$ cat config.mk
export PLATFORM = sky130hd
export DESIGN_NAME = pdc_cell
export DESIGN_NICKNAME = d
export VERILOG_FILES = /design/src/pdc_pkg.sv /design/src/pdc_cell.sv
export SDC_FILE = /design/constraint.sdc
export NUM_CORES = 1
export LEC_CHECK = 0
export ABC_AREA = 1
export CAP_MARGIN = 20
export CORE_UTILIZATION = 50
export CTS_CLUSTER_DIAMETER = 100
export DETAILED_ROUTE_END_ITERATION = 10
export DONT_BUFFER_PORTS = 1
export PLACE_DENSITY = 0.74
export RECOVER_POWER = 25
export SLEW_MARGIN = 20
export SYNTH_ARGS = -nofsm -noshare
export SYNTH_HDL_FRONTEND = slang
export SYNTH_SLANG_ARGS = --single-unit
$ cat constraint.sdc
create_clock -name clk -period 4.8 [get_ports clk]
set_clock_uncertainty 0.05 [all_clocks]
set_input_delay 0 -clock clk [delete_from_list [all_inputs] [get_ports clk]]
set_output_delay 0 -clock clk [all_outputs]
set_load 0.01 [all_outputs]
$ cat src/pdc_pkg.sv
// Shared constants and types for the pairwise discordance counter.
`default_nettype none
package pdc_pkg;

	// Number of items a group can hold; one cell in the chain per item.
	localparam int MAX_ITEMS = 64;
	localparam int IDX_W     = (MAX_ITEMS > 2) ? $clog2(MAX_ITEMS) : 1;
	localparam int COUNT_W   = 11;
	localparam int SUM_W     = COUNT_W + 1;
	localparam logic [COUNT_W-1:0] COUNT_MAX = {COUNT_W{1'b1}};

	typedef struct packed {
		logic signed [31:0] score;
		logic        [15:0] rating;
		logic               last;
	} pdc_item_t;

	typedef struct packed {
		logic [COUNT_W-1:0] error_pairs;
		logic [COUNT_W-1:0] total_pairs;
		logic               group_too_long;
	} pdc_result_t;

	// Token that travels along the chain, one cell per cycle while the chain advances.
	typedef struct packed {
		logic             vld;
		pdc_item_t        item;
		logic             kept;
		logic [IDX_W-1:0] idx;
		logic [IDX_W-1:0] errs;
	} pdc_tok_t;

endpackage
`default_nettype wire

$ cat src/pdc_cell.sv
// One cell of the chain: holds one stored item and compares passing items with it.
`default_nettype none
module pdc_cell
	import pdc_pkg::*;
(
	input  wire logic             clk,
	input  wire logic             arst_n,
	input  wire logic             adv,
	input  wire logic [IDX_W-1:0] cell_idx,
	input  wire pdc_tok_t         tok_in,
	output pdc_tok_t              tok_out
);

	logic               vld_q;
	logic signed [31:0] score_q;
	logic        [15:0] rating_q;
	logic               store;
	logic               cmp;
	logic               disc;
	pdc_tok_t           tok_nxt;
	pdc_tok_t           tok_q;

	always_comb begin
		store = tok_in.vld && !tok_in.kept && !vld_q;
		cmp   = tok_in.vld && !tok_in.kept && vld_q;
		disc  = ((score_q >= tok_in.item.score) && (rating_q < tok_in.item.rating)) ||
			((score_q <= tok_in.item.score) && (rating_q > tok_in.item.rating));
		tok_nxt = tok_in;
		if (store) begin
			tok_nxt.kept = 1'b1;
			tok_nxt.idx  = cell_idx;
		end
		if (cmp && disc) begin
			tok_nxt.errs = tok_in.errs + IDX_W'(1);
		end
	end

	// The last item of a group empties every cell as it passes, so the next
	// group, coming behind it, finds the chain clear.
	always_ff @(posedge clk or negedge arst_n) begin
		if (!arst_n) begin
			vld_q <= 1'b0;
			tok_q <= '0;
		end else if (adv) begin
			tok_q <= tok_nxt;
			if (tok_in.vld && tok_in.item.last) begin
				vld_q <= 1'b0;
			end else if (store) begin
				vld_q <= 1'b1;
			end
		end
	end

	always_ff @(posedge clk) begin
		if (adv && store) begin
			score_q  <= tok_in.item.score;
			rating_q <= tok_in.item.rating;
		end
	end

	assign tok_out = tok_q;

endmodule
`default_nettype wire

-- Word-level counts from Yosys, hierarchy flattened
Index checks and enable logic that the tools add are counted.
Widths: inputs -> output; s select.
- bits in registers: 112
- input port bits: 72
- output and inout port bits: 63
- logic and storage cells: 32
- add/sub/neg operators: 1
- magnitude comparators: 4
- muxes and demuxes: 4
- reduce and logical (&&, ||, !) cells: 13
- operator list (kind ; number):
    $ge 32x32->1 ; 1
    $le 32x32->1 ; 1
    $gt 16x16->1 ; 1
    $lt 16x16->1 ; 1
    $logic_and 1x1->1 ; 8
    $mux 7 ; 1
    $add 6x1->6 const B ; 1
    $mux 6 ; 1
    $logic_not 1->1 ; 2
    $mux 1 ; 2
    $reduce_and 2->1 ; 1
    $reduce_bool 2->1 ; 1
    $logic_or 1x1->1 ; 1

-- Depth between registers and ports, before layout
- depth in word-level cells: 5
- depth in mapped cells: 22
- depth with buffers taken out: 21

-- Worst setup path before layout
OpenSTA, ideal clock, no wires.
- path kind: register to register
- start: register vld_q
- end: register rating_q[0], enable pin
- library setup time: 0.455 ns
- arrival time: 3.046 ns
- required time: 4.295 ns
- slack: 1.249 ns
- cell stages (with the launch flop): 4
- buffers on the path: 0
- period minus slack after synthesis: 3.551 ns
- path through: dfrtp_1 -> nor3_1 -> inv_2 -> nor2_1
- longest elaborated chain between the ends: 3
- ends and longest elaborated chain (element ; line ; source):
    start, declared ; pdc_cell.sv:14 ; logic vld_q;
    start signal, assigned ; pdc_cell.sv:42 ; vld_q <= 1'b0;
    start signal, assigned ; pdc_cell.sv:47 ; vld_q <= 1'b0;
    start signal, assigned ; pdc_cell.sv:49 ; vld_q <= 1'b1;
    $logic_not 1->1 ; pdc_cell.sv:24 ; store = tok_in.vld && !tok_in.kept && !vld_q;
    $logic_and 1x1->1 ; pdc_cell.sv:24 ;
    $logic_and 1x1->1 ; pdc_cell.sv:55 ; if (adv && store) begin
    end signal, assigned ; pdc_cell.sv:57 ; rating_q <= tok_in.item.rating;
    end, declared ; pdc_cell.sv:16 ; logic [15:0] rating_q;
No other way between the ends.
A chain may end at the register's enable or synchronous reset.

-- Worst setup path in the final report
- start: register score_q[31]
- end: register tok_q, in the netlist tok_out[5]
- longest elaborated chain between the ends: 5
- elaborated cells on any way between the ends: 7
- those cells by class: order compare: 2; mux: 1; reduce/logical: 4
- ends and longest elaborated chain (element ; line ; source):
    start, declared ; pdc_cell.sv:15 ; logic signed [31:0] score_q;
    start signal, assigned ; pdc_cell.sv:56 ; score_q <= tok_in.item.score;
    $ge 32x32->1 / $le 32x32->1 (equally long branches) ; pdc_cell.sv:26, pdc_cell.sv:27 ;
    $logic_and 1x1->1, on equally long branches ; pdc_cell.sv:26, pdc_cell.sv:27 ;
    $logic_or 1x1->1 * ; pdc_cell.sv:26 ; disc = ((score_q >= tok_in.item.score) && (rating_q < tok_in.item.rating)) ||
    $logic_and 1x1->1 * ; pdc_cell.sv:33 ; if (cmp && disc) begin
    $mux 6 * ; pdc_cell.sv:33 ;
    end signal, assigned ; pdc_cell.sv:45 ; tok_q <= tok_nxt;
    end, declared ; pdc_cell.sv:21 ; pdc_tok_t tok_q;
Mark *: on every way between the ends. The rest lies on a longest branch, timed or not.

==> run metrics <==
Top delay family on crit path=simple AND/OR/NAND/NOR gates; count of pins over their slew limit=0; HP Class=input port to asynchronous set/reset pin; Mean Syn Cell Area=between 9 and 10 sq um; dominant synthesized flop cell=dfrtp_1; Power Density=approximately 300 nW/um^2; setup ws final=roughly 1.4 ns; Tightest Pin Transition=0.9859 ns; Place WS=between 2 and 2.5 ns; row count=37; post_cts resized=0; Worst R2R Path Depth=17; final-stage net count=roughly 720; Max Fanout on Critical Path=11; crit-path cells=ha_1 -> nand2_1 -> nor2_2 -> nand4_2 -> nor3b_2 -> nand2_2 -> nand2_2 -> nand2_1 -> nand3_1 -> nand2_1 -> nand2_2 -> nand2_1 -> nand2_1 -> dlygate4sd3_1 -> nand3_1 -> dlygate4sd3_1 -> nand2_1; hold slack=roughly 0.16 ns; DR vias=~3800; Yosys reg bits=112; Peak VDD IR=between 0.2 and 0.25 mV; met1 usage=25.53%; clock sink count=112; total of fill cells in the finished design=around 840; Peak Freq=0.2976 GHz; critical path type=flip-flop to flip-flop; Clock Power Share=27.4%; clk slew on worst S/H paths=about 0.10 ns; max_slew headroom=between 30% and 40%; global route total overflow=0; DRC Markers=0; Leak Pwr=about 0.0029 uW; share of layout cells above drive strength 1=about 5.6%; Mapped Area=5275 sq um; hpwl dp=between 7000 and 8000 um; crit end category=flip-flop; die area=~11000 sq um; Worst-Skew Late Latency=roughly 0.36 ns; Yosys cell types=29; met3 usage=~4%; sequential share of the synthesized area=approximately 58%; # diodes=0; Yosys top cell by area=dfrtp_1; Vias/cell=about 5.1; DRT iter0 DRCs=189; Most Used Layer, Global Route=met2; final setup TNS=0 ns; Worst Path Required=a little over 5 ns; Setup crit start kind=flip-flop; Logic pwr share=about an eighth; Hold Buf Count CTS=75; CTS Buf Count=9; Initial Util=between 50% and 60%; final core occ=roughly 62%; Levels on crit path=17; antenna violations before repair=0; CTS H-tree depth=3; GPL Wtd Cong=0.7542; met2 GRT Util=a little under two fifths; sequential share of power=a little under 60%; placed cell areas=roughly 5400 sq um; largest net degree at the start of global routing=around 110; Critical Path Max Stage Delay=0.58 ns; Final Hold Fails=0; P&R area growth vs syn=20.19%; Net Switching=between 500 and 600 uW; post-DR wirelength/cell=14.98 um; CP most frequent cell=nand2_1; number of I/O port buffers=0; internal power=1380 uW; Clock Tree Root=clkbuf_8; buffer depth of the longest clock path=2; CTS tree=built; RSZ-0062 raised after global routing=false; vias in the first global route=about 4000; drt pass-1 iters=6; syn nets=between 600 and 700; Synth top cells by count=nand2_1, inv_1, dfrtp_1; ys async rst share=57.14%; postcts setup bufs=0; top-count cell post-synth=nand2_1; die outline width=104.7 um; top post-synthesis cells by area=dfrtp_1, edfxtp_1, ha_1, nand2_1, o21ai_0; Setup violations, final=0; first-pass GRT wire length=18440 um; Post-synth EDFFs=48; status=completed; crit path DAT=around 3.6 ns; num ports=about 140; Synth Instances=528; yosys warns=0; WP buf/inv=2; Sw Share=between 20% and 30%; min Tclk post-route=3.360 ns; fin crit share=70.00%; Max Cap Viol=0; CP max-delay cell=dlygate4sd3_1; design area=6340 sq um; Routed Antenna Nets=0; core area=slightly above 10000 sq um; area fraction of the dominant cell type after synthesis=30.36%; die height=about 100 um; GRT Resource Usage Total=roughly a fifth; final WL=11130 um
-- final cells by class --
type / instances / area, sq um / area share, %
Inverter: 75 / 282.8 / 4.460
Sequential cell: 112 / 3043 / 48.00
Tap cell: 136 / 170.2 / 2.684
Clock buffer: 10 / 137.6 / 2.171
Multi-Input combinational cell: 327 / 1881 / 29.66
Timing Repair Buffer: 77 / 783.3 / 12.35
Clock inverter: 6 / 42.54 / 0.6710
-- routing by layer --
metal	up-vias	wire, um
met5	-	0
met4	0	191
met3	15	601
met2	122	5554
met1	1789	4781
li1	1892	-
-- layout by cell type, fill, tap and decap left out, drive strengths merged, types with 4 or more instances in the layout --
| master | n |
|---|---|
| ha | 49 |
| dlygate4sd3 | 74 |
| nor2 | 19 |
| nor3 | 4 |
| nand2 | 136 |
| clkbuf | 10 |
| dfrtp | 64 |
| a21oi | 23 |
| edfxtp | 48 |
| o21ai | 64 |
| nand4 | 5 |
| nand3 | 18 |
| inv | 76 |
-- path summary, 6_finish.rpt --
path	from	slack, ns	end
worst min-delay path	arst_n	0.16	tok_out[22]$_DFFE_PN0P_
max in group asynchronous	arst_n	4.27	tok_out[47]$_DFFE_PN0P_
worst min register to register	vld_q$_DFFE_PN0P_	0.49	vld_q$_DFFE_PN0P_
worst max-delay path	score_q[31]$_DFFE_PP_	1.44	tok_out[5]$_DFFE_PN0P_
worst max register to register	score_q[31]$_DFFE_PP_	1.44	tok_out[5]$_DFFE_PN0P_
min in group clk	tok_in[42]	0.23	score_q[12]$_DFFE_PP_
-- sequential cells by signal, indices dropped and copies added, names as in the netlist --
signal,flops
rating_q,16
score_q,32
tok_out,63
vld_q,1
-- power by group through the flow --
stage	logic [uW]	clock network (uW)	registers (uW)
6_report	247	522	1130
5_1_grt	286	567	1140
4_1_cts	249	543	1130
3_5_place_dp	172	0	1150
3_3_place_gp	161	0	1150
2_1_floorplan	140	0	1140
-- metrics by stage --
step                instances  power [uW]
finish                    743        1902
global route              743        1993
CTS                       743        1925
detailed placement        652        1325
global placement          652        1312
floorplan                 528        1281
-- cell families (layout without fill, tap and decap cells) --
| logic type | after synthesis | after routing | share of synthesized area [%] |
|---|---|---|---|
| compound gates | 94 | 94 | 9.512 |
| fa+ha+maj | 49 | 49 | 11.62 |
| simple gates | 184 | 184 | 14.37 |
| buf+inv | 89 | 168 | 6.807 |
| flops | 112 | 112 | 57.69 |
(Power assumes the default switching activity.)
