<file path="config.mk">
export PLATFORM = sky130hd
export DESIGN_NAME = pdc_tally
export DESIGN_NICKNAME = d
export VERILOG_FILES = /design/src/pdc_pkg.sv /design/src/pdc_tally.sv
export SDC_FILE = /design/constraint.sdc
export NUM_CORES = 1
export LEC_CHECK = 0
export ABC_AREA = 1
export BUFFER_PORTS_ARGS = -buffer_cell sky130_fd_sc_hd__buf_4
export CAP_MARGIN = 15
export CELL_PAD_IN_SITES_DETAIL_PLACEMENT = 1
export CELL_PAD_IN_SITES_GLOBAL_PLACEMENT = 1
export CORE_UTILIZATION = 33
export DETAILED_ROUTE_END_ITERATION = 10
export PLACE_DENSITY = 0.87
export RECOVER_POWER = 100
export SYNTH_ARGS = -nofsm -noshare
export SYNTH_HDL_FRONTEND = slang
export SYNTH_SLANG_ARGS = --single-unit
</file>
<file path="constraint.sdc">
create_clock -name clk -period 1.6 [get_ports clk]
set_input_delay 0 -clock clk [delete_from_list [all_inputs] [get_ports clk]]
set_output_delay 0 -clock clk [all_outputs]
set_load 0.01 [all_outputs]
</file>
<file path="src/pdc_pkg.sv">
// Shared constants and types for the pairwise discordance counter.
`default_nettype none
package pdc_pkg;

	// Number of items a group can hold; one cell in the chain per item.
	localparam int MAX_ITEMS = 64;
	localparam int IDX_W     = (MAX_ITEMS > 2) ? $clog2(MAX_ITEMS) : 1;
	localparam int COUNT_W   = 11;
	localparam int SUM_W     = COUNT_W + 1;
	localparam logic [COUNT_W-1:0] COUNT_MAX = {COUNT_W{1'b1}};

	typedef struct packed {
		logic signed [31:0] score;
		logic        [15:0] rating;
		logic               last;
	} pdc_item_t;

	typedef struct packed {
		logic [COUNT_W-1:0] error_pairs;
		logic [COUNT_W-1:0] total_pairs;
		logic               group_too_long;
	} pdc_result_t;

	// Token that travels along the chain, one cell per cycle while the chain advances.
	typedef struct packed {
		logic             vld;
		pdc_item_t        item;
		logic             kept;
		logic [IDX_W-1:0] idx;
		logic [IDX_W-1:0] errs;
	} pdc_tok_t;

endpackage
`default_nettype wire

</file>
<file path="src/pdc_tally.sv">
// End of the chain: sums per-item counts for the group and holds the result.
`default_nettype none
module pdc_tally
	import pdc_pkg::*;
(
	input  wire logic     clk,
	input  wire logic     arst_n,
	input  wire logic     adv,
	input  wire pdc_tok_t tok,
	output logic          result_valid,
	output pdc_result_t   result
);

	logic [COUNT_W-1:0] err_q;
	logic [COUNT_W-1:0] tot_q;
	logic               ovf_q;
	logic               res_vld_q;
	pdc_result_t        res_q;
	logic               kept;
	logic [SUM_W-1:0]   err_sum;
	logic [SUM_W-1:0]   tot_sum;
	logic [COUNT_W-1:0] err_new;
	logic [COUNT_W-1:0] tot_new;
	logic               ovf_new;

	always_comb begin
		kept    = tok.vld && tok.kept;
		err_sum = SUM_W'(err_q) + (kept ? SUM_W'(tok.errs) : '0);
		tot_sum = SUM_W'(tot_q) + (kept ? SUM_W'(tok.idx) : '0);
		err_new = err_sum[COUNT_W] ? COUNT_MAX : err_sum[COUNT_W-1:0];
		tot_new = tot_sum[COUNT_W] ? COUNT_MAX : tot_sum[COUNT_W-1:0];
		ovf_new = ovf_q || (tok.vld && !tok.kept);
	end

	always_ff @(posedge clk or negedge arst_n) begin
		if (!arst_n) begin
			err_q     <= '0;
			tot_q     <= '0;
			ovf_q     <= 1'b0;
			res_vld_q <= 1'b0;
		end else if (adv) begin
			res_vld_q <= tok.vld && tok.item.last;
			if (tok.vld) begin
				if (tok.item.last) begin
					err_q <= '0;
					tot_q <= '0;
					ovf_q <= 1'b0;
				end else begin
					err_q <= err_new;
					tot_q <= tot_new;
					ovf_q <= ovf_new;
				end
			end
		end
	end

	always_ff @(posedge clk) begin
		if (adv && tok.vld && tok.item.last) begin
			res_q.error_pairs    <= err_new;
			res_q.total_pairs    <= tot_new;
			res_q.group_too_long <= ovf_new;
		end
	end

	assign result_valid = res_vld_q;
	assign result       = res_q;

endmodule
`default_nettype wire

</file>
# --- After elaboration in Yosys (flattened, before gate mapping) ---
# Cells that the tools add are included.
totals:
  ff_bits: 47
  input_bits: 66
  out_inout_bits: 24
  word_cells: 24
classes:
  muxes: 7
  reduce_logical: 8
  add_sub_neg: 2
op_table:
  columns: ["operator", "count"]
  rows:
  - ["$mux W11", 4]
  - ["$add A11 B6 Y12", 2]
  - ["$mux W6", 2]
  - ["$logic_and A1 B1 Y1", 5]
  - ["$reduce_and A2 Y1", 1]
  - ["$logic_not A1 Y1", 1]
  - ["$logic_or A1 B1 Y1", 1]
  - ["$mux W1", 1]

# --- Depth between registers and ports, before layout ---
depth:
  ltp_word: 5
  mapped_depth: 15
  mapped_depth_nobuf: 14

# --- Least setup slack after synthesis ---
# OpenSTA, ideal clock, no wires.
synth_path:
  kind: "input -> register"
  startpoint: "in tok[62] (netlist bit)"
  endpoint: "reg res_q, in the netlist result[18] (data pin)"
  required_ps: 1338
  path_slack_ps: -57
  arrival_time_ps: 1394
  n_path_buf: 1
  stages: 12
  setup_ps: 262
  cell_sequence: "nand2_1 > clkbuf_1 > nor2_1 > ha_1 > inv_1 > fa_1 > inv_1 > nand3_1 > nand3_1 > nand2_1 > nand3_1 > nand3_2"
synth_via:
  elab_chain_cells: 4
synth_lines:
  columns: ["element", "line", "rtl"]
  rows:
  - ["from (decl)", "pdc_tally.sv:9", "input wire pdc_tok_t tok,"]
  - ["$logic_and A1 B1 Y1", "pdc_tally.sv:27", "kept = tok.vld && tok.kept;"]
  - ["$mux W6", "pdc_tally.sv:28", "err_sum = SUM_W'(err_q) + (kept ? SUM_W'(tok.errs) : '0);"]
  - ["$add A11 B6 Y12", "pdc_tally.sv:28", null]
  - ["$mux W11", "pdc_tally.sv:30", "err_new = err_sum[COUNT_W] ? COUNT_MAX : err_sum[COUNT_W-1:0];"]
  - ["net err_new[6]", "pdc_tally.sv:22", "logic [COUNT_W-1:0] err_new;"]
  - ["to (decl)", "pdc_tally.sv:18", "pdc_result_t res_q;"]
# The timed path passes the listed nets, and every way through them passes these cells.
# A chain may end at the register's enable or synchronous reset.

# --- Final worst setup path ---
layout_path:
  startpoint: "reg err_q[3]"
  endpoint: "reg err_q[10]"
layout_via:
  elab_chain_cells: 3
layout_lines:
  columns: ["element", "line", "rtl"]
  rows:
  - ["from (decl)", "pdc_tally.sv:14", "logic [COUNT_W-1:0] err_q;"]
  - ["from (signal assigned)", "pdc_tally.sv:49", "err_q <= err_new;"]
  - ["$add A11 B6 Y12", "pdc_tally.sv:28", null]
  - ["$mux W11", "pdc_tally.sv:30", null]
  - ["net err_new[10]", "pdc_tally.sv:22", null]
  - ["$mux W11", "pdc_tally.sv:44", "if (tok.item.last) begin"]
# The timed path passes the listed nets, and every way through them passes these cells.

==> run metrics <==
port bufs 41; Root Driver clkbuf_8; outcome finished, violations left; largest net degree at the start of global routing 25; vias in the first global route 2980; violated checks setup timing; htree depth 2; initial detailed-routing violation count 130; Worst Tran Pin Value 0.870 ns; register bit total from synthesis 47; Vias/cell 5.16; DRC 0; full die area 9000 um^2; met1 Use GR 27.6%; HPWL after DPL 5620 um; Pre-antenna DRT Iters 4; Synth Instances 346; Pleak 2.23 nW; Final Max Slew Viols 0; Syn-to-layout area delta 47.0%; GR peak layer met2; CP arrival 2.11 ns; synth cell count leaders 128 x nand2_1, 58 x inv_1, 24 x dfrtp_1, 23 x edfxtp_1, 23 x nor2_1; setup ws final -0.246 ns; Final Total Pwr 0.00287 W; share of post-route cells with drive strength above 1 45.3%; clock skew 0.00382 ns; CP Class reg -> reg; Sink Count 47; Clock transition at path regs 0.09 ns; placed insts 515; fin crit period 1.85 ns; ANT nets after route 0; Synth top area share 24.3%; Num CTS Buffers 5; first-pass GRT wire length 15400 um; synth unique cells 27; routability congestion estimate 0.893; Peak VDD IR 0.289 mV; sequential power share 48.7%; met3 GRT Util 3.22%; sw frac 31.0%; Pint 0.00198 W; Initial Util 34.3%; I/O pin count 90; share of total power in the clock network 26.3%; type of origin of the critical path flip-flop; GRT Residual Overflow 0; Ant. Diodes 0; synthesized area per cell 8.23 um^2; Max FO, Critical Path 4; EDFF count, synth 23; sw power 0.000888 W; Max Fclk 542 MHz; sequential-to-total area share from yosys stat 45.4%; met2 Usage GRT 40.1%; most frequent cell after synthesis nand2_1; Worst slew margin 41.8%; post-synth top area cell edfxtp_1; Post-Layout Cell Count 538; crit path capture type flip-flop; die span in x 94.9 um; later-pin clock latency in the skew report 0.32 ns; Die Ht 94.9 um; Ys Warns 0; total core area 8300 um^2; Tcrit/Tclk final 115%; RSZ-0062 raised after global routing true; std cell rows 33; CTS tree built; Max Cap Viol 0; Wirelength per Cell 20.4 um; final WL 11000 um; cell area power density 685 nW/um^2; Fill cells 965; Finish-stage setup viols 42; Final Hold Fails 0; synthesized area 2850 um^2; syn nets 426; Worst Path Required 1.86 ns; initial antenna violation count 0; Async SR Flop Fraction 51.1%; HP Class in -> reg; GRT Util Overall 22.8%; total number of vias 2776; ranking of synthesized cells by area edfxtp_1 24%, dfrtp_1 21%, nand2_1 17%; clock tree buffer depth 2; Layout Nets 512; ys flop type dfrtp_1; Gate power share 24.9%
## sequential cells by signal, summed over array words and instances, names as in the netlist
name	cells
result	23
tot_q	11
result_valid	1
ovf_q	1
err_q	11
## per-layer routing
layer / vias up / share of wire (%)
li1: 1252 / -
met1: 1397 / 41
met2: 89 / 52
met3: 38 / 3.4
met4: 0 / 4.1
met5: - / 0
## path summary, 6_finish.rpt
check                                     start                  endpoint  slack, ns  depth (start not counted)
hold reg to reg            tot_q[0]$_DFFE_PN0P_      tot_q[0]$_DFFE_PN0P_       0.51                          2
hold / removal                          tok[12]       result[0]$_DFFE_PP_       0.09                          4
setup / recovery           err_q[3]$_DFFE_PN0P_     err_q[10]$_DFFE_PN0P_      -0.25                         10
max in group asynchronous                arst_n  result_valid$_DFFE_PN0P_       0.86                          2
min in group asynchronous                arst_n      tot_q[3]$_DFFE_PN0P_       0.28                          2
setup reg to reg           err_q[3]$_DFFE_PN0P_     err_q[10]$_DFFE_PN0P_      -0.25                         10
## cells in the final DEF (no fill, tap or decap)
cell type      instances
inv_1                 51
o21ai_2                3
ha_2                   2
nand2_8                6
edfxtp_1              23
clkbuf_2               1
or2_2                  2
a21oi_4                2
o21ai_1                1
dlygate4sd3_1          2
nor3_1                 1
nand3b_4               2
clkbuf_1               2
xor2_1                 4
buf_4                 73
nand2_1               95
nor2_4                 4
nand3_1                4
nand3_2               18
nand2_2               29
clkinv_2               1
nor3_4                 2
nor2_2                 1
fa_2                   2
a21oi_2                2
buf_6                  6
a21oi_1                3
ha_4                   8
o22ai_1                1
nand3_4                8
dfrtp_1               24
ha_1                   2
or2_1                  2
nor2_1                18
o211ai_1               4
inv_2                  7
clkbuf_8               5
nand2_4               12
## worst max-delay path, stage by stage, from the launching register on
cell and delay [ns]:
dfrtp_1 0.43, ha_4 0.33, buf_4 0.13, nand2_1 0.07, nor2_1 0.24, nand3_4 0.11
nand2_1 0.10, nand2_1 0.10, nand3_2 0.12, nand2_1 0.07, nand2_1 0.08
## through the flow
stage               util (%)  instance area [um^2]  setup slack [ns]  hold WS (ns)  TNS, ns
floorplan                  -                  2860            0.0360        -0.296        0
global placement        42.0                  3490            -0.158       -0.0640    -3.75
detailed placement      42.0                  3490            -0.261       -0.0636    -7.66
CTS                     47.1                  3910           -0.0960       0.00775    -1.93
global route            50.4                  4190            -0.297        0.0981    -6.35
finish                  50.4                  4190            -0.246        0.0863    -3.75
## logic make-up after synthesis
| family | synth area share, % |
|---|---|
| buffers and inverters | 8.48 |
| AND/OR/NAND/NOR | 34.5 |
| XOR/XNOR | 1.23 |
| adder cells (fa/ha/maj) | 6.68 |
| AO/OA/AOI/OAI | 3.74 |
| flip-flops | 45.4 |
## power groups by stage
stage	registers (W)	logic [W]	clock network (W)
after floorplan	0.00141	0.000264	0
after global placement	0.00140	0.000483	0
after detailed placement	0.00141	0.000509	0
after CTS	0.00139	0.000585	0.000739
after global routing	0.00140	0.000760	0.000815
final	0.00140	0.000715	0.000755
## what timing repair did
item	4_1_cts	5_1_grt
endpoints found under the setup margin	44	44
hold endpoints to repair	26	0
pin swaps	28	36
resized for setup	48	61
hold buffers	2	0
setup buffers	6	8
gates cloned	2	0
## layout make-up
class                      instances  area [um^2]  area share, %
clock inverter                     1         5.00          0.120
tap                              105          131           3.14
clock buffer                       7         76.3           1.82
multi-input combinational        238         1820           43.6
sequential                        47         1290           30.9
timing repair buffer              82          641           15.3
inverter                          58          218           5.20
(Power assumes the default switching activity.)
